[src/sv/first_fit_contiguous_seat_allocator_assert.svh]
// Assertion macros used by the seat allocator controller.
// Define NO_ASSERTIONS to compile them out.
`ifndef FIRST_FIT_CONTIGUOUS_SEAT_ALLOCATOR_ASSERT_SVH
`define FIRST_FIT_CONTIGUOUS_SEAT_ALLOCATOR_ASSERT_SVH

`ifndef NO_ASSERTIONS

// Concurrent check that is ignored while reset is high.
`define FFCSA_ASSERT(lbl, clk, rst, prop, msg) \
   lbl: assert property (@(posedge clk) disable iff (rst) prop) else $error(msg);

// Concurrent check that also holds across reset.
`define FFCSA_ASSERT_ALWAYS(lbl, clk, prop, msg) \
   lbl: assert property (@(posedge clk) prop) else $error(msg);

`else

`define FFCSA_ASSERT(lbl, clk, rst, prop, msg)
`define FFCSA_ASSERT_ALWAYS(lbl, clk, prop, msg)

`endif

`endif

[src/sv/ffcsa_pkg.sv]
`default_nettype none

package ffcsa_pkg;

   // Field widths of the request and response transactions.
   localparam int RUN_LEN_W = 5;
   localparam int OWNER_W   = 16;
   localparam int POS_W     = 4;

   // Operation codes.
   localparam logic OP_ALLOC   = 1'b0;
   localparam logic OP_RELEASE = 1'b1;

   // Zone codes.
   localparam logic ZONE_A = 1'b0;
   localparam logic ZONE_B = 1'b1;

   // Which value the result register takes.
   typedef enum logic [1:0] {
      RES_FAIL,
      RES_ALLOC,
      RES_RELEASE
   } res_sel_type;

   // Commands from the controller to the datapath.
   typedef struct packed {
      logic        load;
      logic        rd_issue;
      logic        rel_issue;
      logic        write_alloc;
      logic        write_rel;
      logic        res_load;
      res_sel_type res_sel;
      logic        push;
   } cmd_type;

   // Status from the datapath to the controller.
   typedef struct packed {
      logic op_release;
      logic alloc_ok;
      logic rel_ok;
      logic hit;
      logic last_row;
      logic rsp_free;
   } stat_type;

endpackage

`default_nettype wire

[src/sv/ffcsa_dpath.sv]
`default_nettype none

module ffcsa_dpath #(
   parameter int ROWS_A        = 16,
   parameter int ROWS_B        = 16,
   parameter int SLOTS_PER_ROW = 16
) (
   input  logic                               clock,
   input  logic                               reset,
   input  ffcsa_pkg::cmd_type                 cmd,
   output ffcsa_pkg::stat_type                stat,
   input  logic                               req_opcode,
   input  logic                               req_zone,
   input  logic [ffcsa_pkg::RUN_LEN_W-1:0]    req_len,
   input  logic [ffcsa_pkg::OWNER_W-1:0]      req_owner,
   input  logic [ffcsa_pkg::POS_W-1:0]        req_rel_row,
   input  logic [ffcsa_pkg::POS_W-1:0]        req_rel_col,
   input  logic                               rsp_tready,
   output logic                               rsp_tvalid,
   output logic                               rsp_found,
   output logic [ffcsa_pkg::POS_W-1:0]        rsp_row,
   output logic [ffcsa_pkg::POS_W-1:0]        rsp_col
);
   import ffcsa_pkg::*;

   localparam int S        = SLOTS_PER_ROW;
   localparam int ROWS_MAX = (ROWS_A > ROWS_B) ? ROWS_A : ROWS_B;
   localparam int ROW_W    = (ROWS_MAX > 1) ? $clog2(ROWS_MAX) : 1;
   localparam int IA_W     = (ROWS_A > 1) ? $clog2(ROWS_A) : 1;
   localparam int IB_W     = (ROWS_B > 1) ? $clog2(ROWS_B) : 1;
   localparam int COL_W    = (S > 1) ? $clog2(S) : 1;
   localparam int MASK_W   = S + 32;
   localparam logic [ROW_W-1:0] LAST_A = ROW_W'(ROWS_A - 1);
   localparam logic [ROW_W-1:0] LAST_B = ROW_W'(ROWS_B - 1);

   // Latched request.
   logic                 op_ff;
   logic                 zone_ff;
   logic [RUN_LEN_W-1:0] len_ff;
   logic                 owner_nz_ff;
   logic [POS_W-1:0]     rel_row_ff;
   logic [POS_W-1:0]     rel_col_ff;

   // Scan pointers: row being read and row whose data is being checked.
   logic [ROW_W-1:0]     rd_row_ff;
   logic [ROW_W-1:0]     chk_row_ff;
   logic [ROW_W-1:0]     rd_addr;
   logic                 rd_en;

   // Occupancy maps: one bit per slot, set while the slot holds an owner.
   logic [S-1:0]         zone_a_mem [ROWS_A];
   logic [S-1:0]         zone_b_mem [ROWS_B];
   logic [ROWS_A-1:0]    vld_a_ff;
   logic [ROWS_B-1:0]    vld_b_ff;
   logic [S-1:0]         rd_a_ff;
   logic [S-1:0]         rd_b_ff;
   logic                 rd_vld_a_ff;
   logic                 rd_vld_b_ff;

   logic [S-1:0]         row_bits;
   logic [MASK_W-1:0]    len_ones;
   logic [MASK_W-1:0]    rel_mask_w;
   logic [S-1:0]         rel_mask;
   logic [S-1:0]         alloc_mask;
   logic [S-1:0]         wr_data;
   logic                 wr_any;
   logic                 wr_a;
   logic                 wr_b;
   logic                 hit;
   logic [COL_W-1:0]     hit_col;
   int                   rows_of_zone;

   // Result held until the output register is free.
   logic                 res_found_ff;
   logic [POS_W-1:0]     res_row_ff;
   logic [POS_W-1:0]     res_col_ff;

   // Output register.
   logic                 rsp_valid_ff;
   logic                 rsp_found_ff;
   logic [POS_W-1:0]     rsp_row_ff;
   logic [POS_W-1:0]     rsp_col_ff;

   // Capture the request; only whether the owner is nonzero matters for occupancy.
   always_ff @(posedge clock) begin
      if (cmd.load) begin
         op_ff       <= req_opcode;
         zone_ff     <= req_zone;
         len_ff      <= req_len;
         owner_nz_ff <= (req_owner != '0);
         rel_row_ff  <= req_rel_row;
         rel_col_ff  <= req_rel_col;
      end
   end

   // Read address: the scan pointer, or the release row.
   assign rd_en   = cmd.rd_issue | cmd.rel_issue;
   assign rd_addr = cmd.rel_issue ? ROW_W'(rel_row_ff) : rd_row_ff;

   always_ff @(posedge clock) begin
      if (reset) begin
         rd_row_ff <= '0;
      end else if (cmd.load) begin
         rd_row_ff <= '0;
      end else if (cmd.rd_issue) begin
         rd_row_ff <= rd_row_ff + ROW_W'(1);
      end
   end

   always_ff @(posedge clock) begin
      if (rd_en) begin
         chk_row_ff <= rd_addr;
      end
   end

   // Write enables per zone; an allocation by owner zero leaves the map unchanged.
   assign wr_any = (cmd.write_alloc & owner_nz_ff) | cmd.write_rel;
   assign wr_a   = wr_any & (zone_ff == ZONE_A);
   assign wr_b   = wr_any & (zone_ff == ZONE_B);

   // Zone A map with registered read.
   always_ff @(posedge clock) begin
      if (rd_en) begin
         rd_a_ff <= zone_a_mem[rd_addr[IA_W-1:0]];
      end
      if (wr_a) begin
         zone_a_mem[chk_row_ff[IA_W-1:0]] <= wr_data;
      end
   end

   // Zone B map with registered read.
   always_ff @(posedge clock) begin
      if (rd_en) begin
         rd_b_ff <= zone_b_mem[rd_addr[IB_W-1:0]];
      end
      if (wr_b) begin
         zone_b_mem[chk_row_ff[IB_W-1:0]] <= wr_data;
      end
   end

   // Row valid bits; a row never written reads as all free.
   always_ff @(posedge clock) begin
      if (reset) begin
         vld_a_ff <= '0;
         vld_b_ff <= '0;
      end else begin
         if (wr_a) begin
            vld_a_ff[chk_row_ff[IA_W-1:0]] <= 1'b1;
         end
         if (wr_b) begin
            vld_b_ff[chk_row_ff[IB_W-1:0]] <= 1'b1;
         end
      end
   end

   always_ff @(posedge clock) begin
      if (rd_en) begin
         rd_vld_a_ff <= vld_a_ff[rd_addr[IA_W-1:0]];
         rd_vld_b_ff <= vld_b_ff[rd_addr[IB_W-1:0]];
      end
   end

   always_comb begin
      if (zone_ff == ZONE_B) begin
         row_bits = rd_vld_b_ff ? rd_b_ff : '0;
      end else begin
         row_bits = rd_vld_a_ff ? rd_a_ff : '0;
      end
   end

   // Run masks: a block of len ones, placed at the hit or release column.
   assign len_ones   = (MASK_W'(1) << len_ff) - MASK_W'(1);
   assign rel_mask_w = len_ones << rel_col_ff;
   assign rel_mask   = rel_mask_w[S-1:0];
   assign alloc_mask = len_ones[S-1:0] << hit_col;
   assign wr_data    = cmd.write_rel ? (row_bits & ~rel_mask) : (row_bits | alloc_mask);

   // First fit in the checked row: lowest start column whose window is free.
   always_comb begin
      hit     = 1'b0;
      hit_col = '0;
      for (int c = S - 1; c >= 0; c--) begin
         if (((c + 32'(len_ff)) <= 32'(S)) &&
             (((row_bits >> c) & len_ones[S-1:0]) == '0)) begin
            hit     = 1'b1;
            hit_col = COL_W'(c);
         end
      end
   end

   // Status toward the controller.
   assign rows_of_zone    = (zone_ff == ZONE_B) ? ROWS_B : ROWS_A;
   assign stat.op_release = (op_ff == OP_RELEASE);
   assign stat.alloc_ok   = (len_ff != '0) && (32'(len_ff) <= 32'(S));
   assign stat.rel_ok     = (len_ff != '0) && (32'(rel_row_ff) < 32'(rows_of_zone)) &&
                            (32'(rel_col_ff) < 32'(S));
   assign stat.hit        = hit;
   assign stat.last_row   = (chk_row_ff == ((zone_ff == ZONE_B) ? LAST_B : LAST_A));
   assign stat.rsp_free   = ~rsp_valid_ff | rsp_tready;

   // Result register.
   always_ff @(posedge clock) begin
      if (cmd.res_load) begin
         case (cmd.res_sel)
            RES_ALLOC: begin
               res_found_ff <= 1'b1;
               res_row_ff   <= POS_W'(chk_row_ff);
               res_col_ff   <= POS_W'(hit_col);
            end
            RES_RELEASE: begin
               res_found_ff <= 1'b1;
               res_row_ff   <= rel_row_ff;
               res_col_ff   <= rel_col_ff;
            end
            default: begin
               res_found_ff <= 1'b0;
               res_row_ff   <= '0;
               res_col_ff   <= '0;
            end
         endcase
      end
   end

   // Output register: filled on push, emptied when the transaction completes.
   always_ff @(posedge clock) begin
      if (reset) begin
         rsp_valid_ff <= 1'b0;
      end else if (cmd.push) begin
         rsp_valid_ff <= 1'b1;
      end else if (rsp_tready) begin
         rsp_valid_ff <= 1'b0;
      end
   end

   always_ff @(posedge clock) begin
      if (cmd.push) begin
         rsp_found_ff <= res_found_ff;
         rsp_row_ff   <= res_row_ff;
         rsp_col_ff   <= res_col_ff;
      end
   end

   assign rsp_tvalid = rsp_valid_ff;
   assign rsp_found  = rsp_found_ff;
   assign rsp_row    = rsp_row_ff;
   assign rsp_col    = rsp_col_ff;

endmodule

`default_nettype wire

[src/sv/ffcsa_ctrl.sv]
`default_nettype none

`include "first_fit_contiguous_seat_allocator_assert.svh"

module ffcsa_ctrl (
   input  logic                clock,
   input  logic                reset,
   input  logic                req_tvalid,
   output logic                req_tready,
   input  ffcsa_pkg::stat_type stat,
   output ffcsa_pkg::cmd_type  cmd
);
   import ffcsa_pkg::*;

   typedef enum logic [2:0] {
      IDLE,
      START,
      SCAN,
      RCHK,
      RESP
   } state_type;

   state_type state_ff;
   state_type state_in;
   logic      ready_ff;

   // Next state and commands.
   always_comb begin
      cmd      = '0;
      state_in = state_ff;
      unique case (state_ff)
         IDLE: begin
            // Take a request only at a completed transaction.
            if (req_tvalid && ready_ff) begin
               cmd.load = 1'b1;
               state_in = START;
            end
         end
         START: begin
            if (!stat.op_release) begin
               if (stat.alloc_ok) begin
                  cmd.rd_issue = 1'b1;
                  state_in     = SCAN;
               end else begin
                  cmd.res_load = 1'b1;
                  cmd.res_sel  = RES_FAIL;
                  state_in     = RESP;
               end
            end else if (stat.rel_ok) begin
               cmd.rel_issue = 1'b1;
               state_in      = RCHK;
            end else begin
               cmd.res_load = 1'b1;
               cmd.res_sel  = RES_FAIL;
               state_in     = RESP;
            end
         end
         SCAN: begin
            // One row checked per cycle while the next one is read.
            if (stat.hit) begin
               cmd.write_alloc = 1'b1;
               cmd.res_load    = 1'b1;
               cmd.res_sel     = RES_ALLOC;
               state_in        = RESP;
            end else if (stat.last_row) begin
               cmd.res_load = 1'b1;
               cmd.res_sel  = RES_FAIL;
               state_in     = RESP;
            end else begin
               cmd.rd_issue = 1'b1;
            end
         end
         RCHK: begin
            cmd.write_rel = 1'b1;
            cmd.res_load  = 1'b1;
            cmd.res_sel   = RES_RELEASE;
            state_in      = RESP;
         end
         RESP: begin
            if (stat.rsp_free) begin
               cmd.push = 1'b1;
               state_in = IDLE;
            end
         end
         default: begin
            state_in = IDLE;
         end
      endcase
   end

   // State and registered ready.
   always_ff @(posedge clock) begin
      if (reset) begin
         state_ff <= IDLE;
         ready_ff <= 1'b0;
      end else begin
         state_ff <= state_in;
         ready_ff <= (state_in == IDLE);
      end
   end

   assign req_tready = ready_ff;

   `FFCSA_ASSERT(a_accept_start, clock, reset, (req_tvalid && req_tready) |=> (state_ff == START), "accepted request did not start")
   `FFCSA_ASSERT(a_scan_after_read, clock, reset, (state_ff == SCAN) |-> $past(cmd.rd_issue), "row checked without a read")
   `FFCSA_ASSERT(a_push_free, clock, reset, cmd.push |-> stat.rsp_free, "push into a full output register")
   `FFCSA_ASSERT_ALWAYS(a_reset_idle, clock, reset |=> (state_ff == IDLE && !req_tready), "reset did not return to idle")

endmodule

`default_nettype wire

[src/sv/first_fit_contiguous_seat_allocator.sv]
`default_nettype none

// First-fit seat allocator over two zones of ROWS_A and ROWS_B rows, each row SLOTS_PER_ROW
// slots wide. An allocate request (opcode 0) scans the chosen zone row by row and, within a row,
// from the lowest column for the first run of run_length free slots, marks it taken and returns
// found with row and start column; with no room it returns found 0, row 0, column 0. A release
// request (opcode 1) frees a run in a given row, clipped at the row end, and echoes its row and
// column. Only occupancy is kept: allocating with owner 0 reports the run but leaves it free.
// Each zone is a row-wide memory with a registered read; the scan reads one row per cycle and
// checks the previous one. An allocation with a length of zero or longer than a row, and a
// release whose length is zero or whose row or column is out of range, fails without reading
// the map. Requests are handled one at a time, and a response may wait for a full output
// register. Both maps read as all free right after reset, with no clearing pass. A new request
// is taken while the last response still waits in the output register.
module first_fit_contiguous_seat_allocator #(
   parameter int ROWS_A        = 16,
   parameter int ROWS_B        = 16,
   parameter int SLOTS_PER_ROW = 16
) (
   input  logic        clock,
   input  logic        reset,
   input  logic        req_tvalid,
   output logic        req_tready,
   // [4:0] run_length, [20:5] owner_id, [24:21] release_row, [28:25] release_column
   input  logic [31:0] req_tdata,
   // [0] opcode, [1] zone_select
   input  logic [1:0]  req_tuser,
   output logic        rsp_tvalid,
   input  logic        rsp_tready,
   // [3:0] result_row, [7:4] result_column
   output logic [7:0]  rsp_tdata,
   // [0] found
   output logic        rsp_tuser
);
   import ffcsa_pkg::*;

   cmd_type          cmd;
   stat_type         stat;
   logic [POS_W-1:0] rsp_row;
   logic [POS_W-1:0] rsp_col;

   ffcsa_ctrl u_ctrl (
      .clock      (clock),
      .reset      (reset),
      .req_tvalid (req_tvalid),
      .req_tready (req_tready),
      .stat       (stat),
      .cmd        (cmd)
   );

   ffcsa_dpath #(
      .ROWS_A        (ROWS_A),
      .ROWS_B        (ROWS_B),
      .SLOTS_PER_ROW (SLOTS_PER_ROW)
   ) u_dpath (
      .clock       (clock),
      .reset       (reset),
      .cmd         (cmd),
      .stat        (stat),
      .req_opcode  (req_tuser[0]),
      .req_zone    (req_tuser[1]),
      .req_len     (req_tdata[4:0]),
      .req_owner   (req_tdata[20:5]),
      .req_rel_row (req_tdata[24:21]),
      .req_rel_col (req_tdata[28:25]),
      .rsp_tready  (rsp_tready),
      .rsp_tvalid  (rsp_tvalid),
      .rsp_found   (rsp_tuser),
      .rsp_row     (rsp_row),
      .rsp_col     (rsp_col)
   );

   // Pack the response fields, lowest field first.
   assign rsp_tdata = {rsp_col, rsp_row};

endmodule

`default_nettype wire
[config.mk]
export PLATFORM = sky130hd
export DESIGN_NAME = first_fit_contiguous_seat_allocator
export DESIGN_NICKNAME = d
export VERILOG_FILES = /design/src/sv/ffcsa_pkg.sv /design/src/sv/ffcsa_dpath.sv /design/src/sv/ffcsa_ctrl.sv /design/src/sv/first_fit_contiguous_seat_allocator.sv
export VERILOG_INCLUDE_DIRS = /design/src /design/src/sv
export SDC_FILE = /design/constraint.sdc
export NUM_CORES = 1
export LEC_CHECK = 0
export BUFFER_PORTS_ARGS = -buffer_cell sky130_fd_sc_hd__buf_4
export CORE_ASPECT_RATIO = 1.2
export CORE_UTILIZATION = 45
export CTS_CLUSTER_SIZE = 30
export DETAILED_ROUTE_END_ITERATION = 12
export GPL_ROUTABILITY_DRIVEN = 0
export PLACE_DENSITY = 0.7
export SLEW_MARGIN = 20
export SYNTH_ARGS = -nofsm -noshare
export SYNTH_HDL_FRONTEND = slang
export SYNTH_HIERARCHICAL = 1
export SYNTH_SLANG_ARGS = --single-unit
[constraint.sdc]
create_clock -name clock -period 12.5 [get_ports clock]
set_input_delay 1.25 -clock clock [delete_from_list [all_inputs] [get_ports clock]]
set_output_delay 1.25 -clock clock [all_outputs]
set_load 0.05 [all_outputs]
==> summary.txt <==
Outcome
  – Result of the run: finished, final reports clean

Layout
  – Register area: 18400 um^2
  – Final Cell Area: 32000 um^2
  – Fillers: 5314
  – ANT cells: 0
  – Multi-input combinational cell area: 9770 um^2
  – Post-route core utilization: 0.506
  – Layout area overhead: 11.3%
  – # nets final: 2615
  – Share of post-route cells with drive strength above 1: 0.116

Critical path
  – Crit path DAT: 7780 ps
  – Cell-by-cell trace of the critical path: buf_4 -> or3_4 -> nor2_4 -> clkinv_1 -> ha_1 -> or2_2 -> o221a_2 -> o211ai_1 -> and4b_1 -> a21oi_1 -> nor4b_1 -> nand4_1 -> or4b_2 -> or4b_4 -> a21oi_1 -> or2_4
  – Critical path's top delay family: simple AND/OR/NAND/NOR gates
  – CP Data Required Time: 12740 ps
  – Worst Setup Start Kind: flip-flop
  – CP Buf/Inv Count: 2
  – CP max-delay cell: or4b_2
  – Crit-path most repeated cell: a21oi_1
  – Worst r2r src: u_dpath/len_ff[4]
  – CP endpoint kind: flip-flop
  – Max stage delay on crit path: 800 ps
  – CP Max Fanout: 38
  – Setup Crit Path Kind: flip-flop to flip-flop
  – CP startpoint: u_dpath/len_ff[4]

CTS
  – Hold-fix buffers, CTS: 0
  – Clk slew on worst S/H paths: 80 ps
  – Worst skew pair latency: 640 ps
  – Clk buf depth: 3
  – Root Driver: clkbuf_16
  – CTS-repair resized insts: 0
  – Postcts setup bufs: 0
  – CTS tree: yes
  – Htree depth: 2
  – CTS sink cnt: 625
  – Num CTS Buffers: 58

Floorplanning
  – Core area: 63300 um^2
  – Die height: 279 um
  – Num rows: 101
  – Initial Util: 0.455
  – Ports: 49
  – Die X: 233 um
  – Die area: 65000 um^2

Power
  – Leak pwr: 10.9 nW
  – Pwr Density: 164 nW/um^2
  – Peak supply drop: 104 uV

Hold path
  – Min-delay worst type: flip-flop to flip-flop
  – Hold Path Origin: u_dpath/res_col_ff[3]

Timing
  – Final setup margin: 4950 ps
  – Tmin final: 7550 ps
  – Tightest Pin Transition: 1140 ps
  – Setup-failing EPs final: 0
  – Skew final: 39.0 ps
  – Max Slew Vio Count: 0
  – Fmax achieved: 0.133 GHz
  – Slew margin rel.: 0.240
  – Setup TNS Final: 0 ps
  – Hold slack: 417 ps
  – Fin crit share: 0.604
  – RSZ-0062 raised after global routing: false
  – Fin. Hold Viols: 0

Route
  – Vias per cell: 6.21
  – DR pass1 iterations: 9
  – Routed vias: 21311
  – Post-route ant nets: 0
  – Final WL: 79.6 mm
  – Wire per inst: 23.2 um
  – Drt drc: 0
  – Starting DRT DRC Count: 2984

Global routing
  – Aggregate global routing overflow: 0
  – GR Layer Usage met1: 0.305
  – Initial antenna violation count: 1
  – Met2 usage: 0.399
  – Grt met3 use: 0.0386
  – GRT Total Usage: 0.242
  – First-pass GRT wire length: 120 mm
  – Gr busiest metal: met2
  – Largest net degree at the start of global routing: 148
  – Vias in the first global route: 20430

Place
  – IO buf count: 45
  – Post-place instance area: 30100 um^2
  – Post-Place Setup Slack: 4930 ps
  – DP HPWL: 46.1 mm

Synth
  – Synth Area in Simple Gates: 0.194
  – Yosys warns: 6
  – Mapped Avg Cell Area: 11.2 um^2
  – Combinational family with the most area after synthesis: simple AND/OR/NAND/NOR gates
  – Library cells used by synthesis: 106
  – Compound-Gate Fraction of Synth Area: 0.105
  – Top FF cell, synth: edfxtp_1
  – Async SR Flop Fraction: 0
  – Cell count after synthesis: 2564
  – Adder-cell share of the synthesized area: 0.00913
  – Yosys reg bits: 625
  – Syn Nets: 2623
  – Post-synth EDFFs: 584
  – Xor and xnor area share after synthesis: 0.00634
  – Seq/Total Area, Yosys: 0.638
  – Synthesized area: 28800 um^2
  – Mux share of post-synthesis cell area: 0.0183

Flow run
  – Max-Cap Viols: 0
==> through the flow <==
step / power (mW) / std cells
6_report: 5.25 / 3429
5_1_grt: 5.39 / 3429
4_1_cts: 5.24 / 3429
3_5_place_dp: 3.54 / 3320
3_3_place_gp: 3.50 / 3320
2_1_floorplan: 3.18 / 2564
==> worst paths after layout <==
check        slack (ps)                  end  cells past startpoint
min reg2reg         420   u_dpath/rsp_col[3]                      0
max reg2reg        4950  u_dpath/rd_b_ff[12]                     16
min                 420   u_dpath/rsp_col[3]                      0
max                4950  u_dpath/rd_b_ff[12]                     16
==> synthesized netlist by cell type, drive strengths merged (17+ instances only) <==
master / number / area share
a21oi: 44 / 0.0080
a22oi: 19 / 0.0050
a311oi: 69 / 0.021
a31oi: 41 / 0.0089
and3: 40 / 0.0087
buf: 38 / 0.0070
clkbuf: 148 / 0.019
dfxtp: 41 / 0.029
edfxtp: 584 / 0.61
ha: 21 / 0.0091
inv: 22 / 0.0029
mux2i: 35 / 0.012
nand2: 619 / 0.081
nand2b: 18 / 0.0039
nand3: 292 / 0.051
nor2: 152 / 0.021
nor3: 33 / 0.0061
o211ai: 17 / 0.0049
o21ai: 46 / 0.0080
o221ai: 22 / 0.0067
o22ai: 28 / 0.0063
==> kinds of logic (layout without fill, tap and decap cells) <==
| kind of cell | after synthesis | in the layout |
|---|---|---|
| flops | 625 | 625 |
| mux | 49 | 49 |
| simple gates | 1240 | 1240 |
| buf+inv | 211 | 252 |
| xor+xnor | 20 | 20 |
| compound gates | 398 | 398 |
| fa+ha+maj | 21 | 21 |
==> routing by layer <==
layer,wire [um],vias to the layer above
met3,7370,257
met5,0,-
met1,29500,10327
met2,38300,1228
met4,4440,0
li1,-,9499
==> registers in the layout (all words and copies together), names as in the netlist, 5 cells and up <==
signal	cells
u_dpath/zone_a_mem	256
u_dpath/zone_b_mem	256
u_dpath/rd_a_ff	16
u_dpath/rd_b_ff	16
u_dpath/vld_a_ff	16
u_dpath/vld_b_ff	16
u_dpath/len_ff	5
==> where the power goes <==
group	switching [mW]	leakage (nW)	internal, mW
clock network	0.763	0.928	0.960
registers	0.0188	5.58	2.59
logic	0.697	4.41	0.225
==> cells in the final DEF (no fill, tap or decap), types with 24 or more instances in the layout <==
cell,instances
buf_4,117
o22ai_1,24
nand3_1,291
a21oi_1,43
dfxtp_1,41
edfxtp_1,584
nor2_1,145
a31oi_1,41
nand2_1,619
o21ai_0,37
mux2i_1,30
clkbuf_16,62
a311oi_1,69
and3_1,40
==> worst reg2reg max path: stages, from the launching register on <==
cell and delay (ps):
edfxtp_1 380, buf_4 270, or3_4 490, nor2_4 430, clkinv_1 460, ha_1 710, or2_2 460, o221a_2 260
o211ai_1 110, and4b_1 260, a21oi_1 250, nor4b_1 410, nand4_1 210, or4b_2 800, or4b_4 580, a21oi_1 400
or2_4 640
==> final cells by class <==
class                      instances  share of cell area
multi-input combinational       1728               0.305
clock inverter                    26             0.00609
inverter                          25             0.00324
clock buffer                      83              0.0525
tap                              824              0.0322
sequential                       625               0.573
timing repair buffer             118              0.0280
Power figures use the tool's default switching activity.
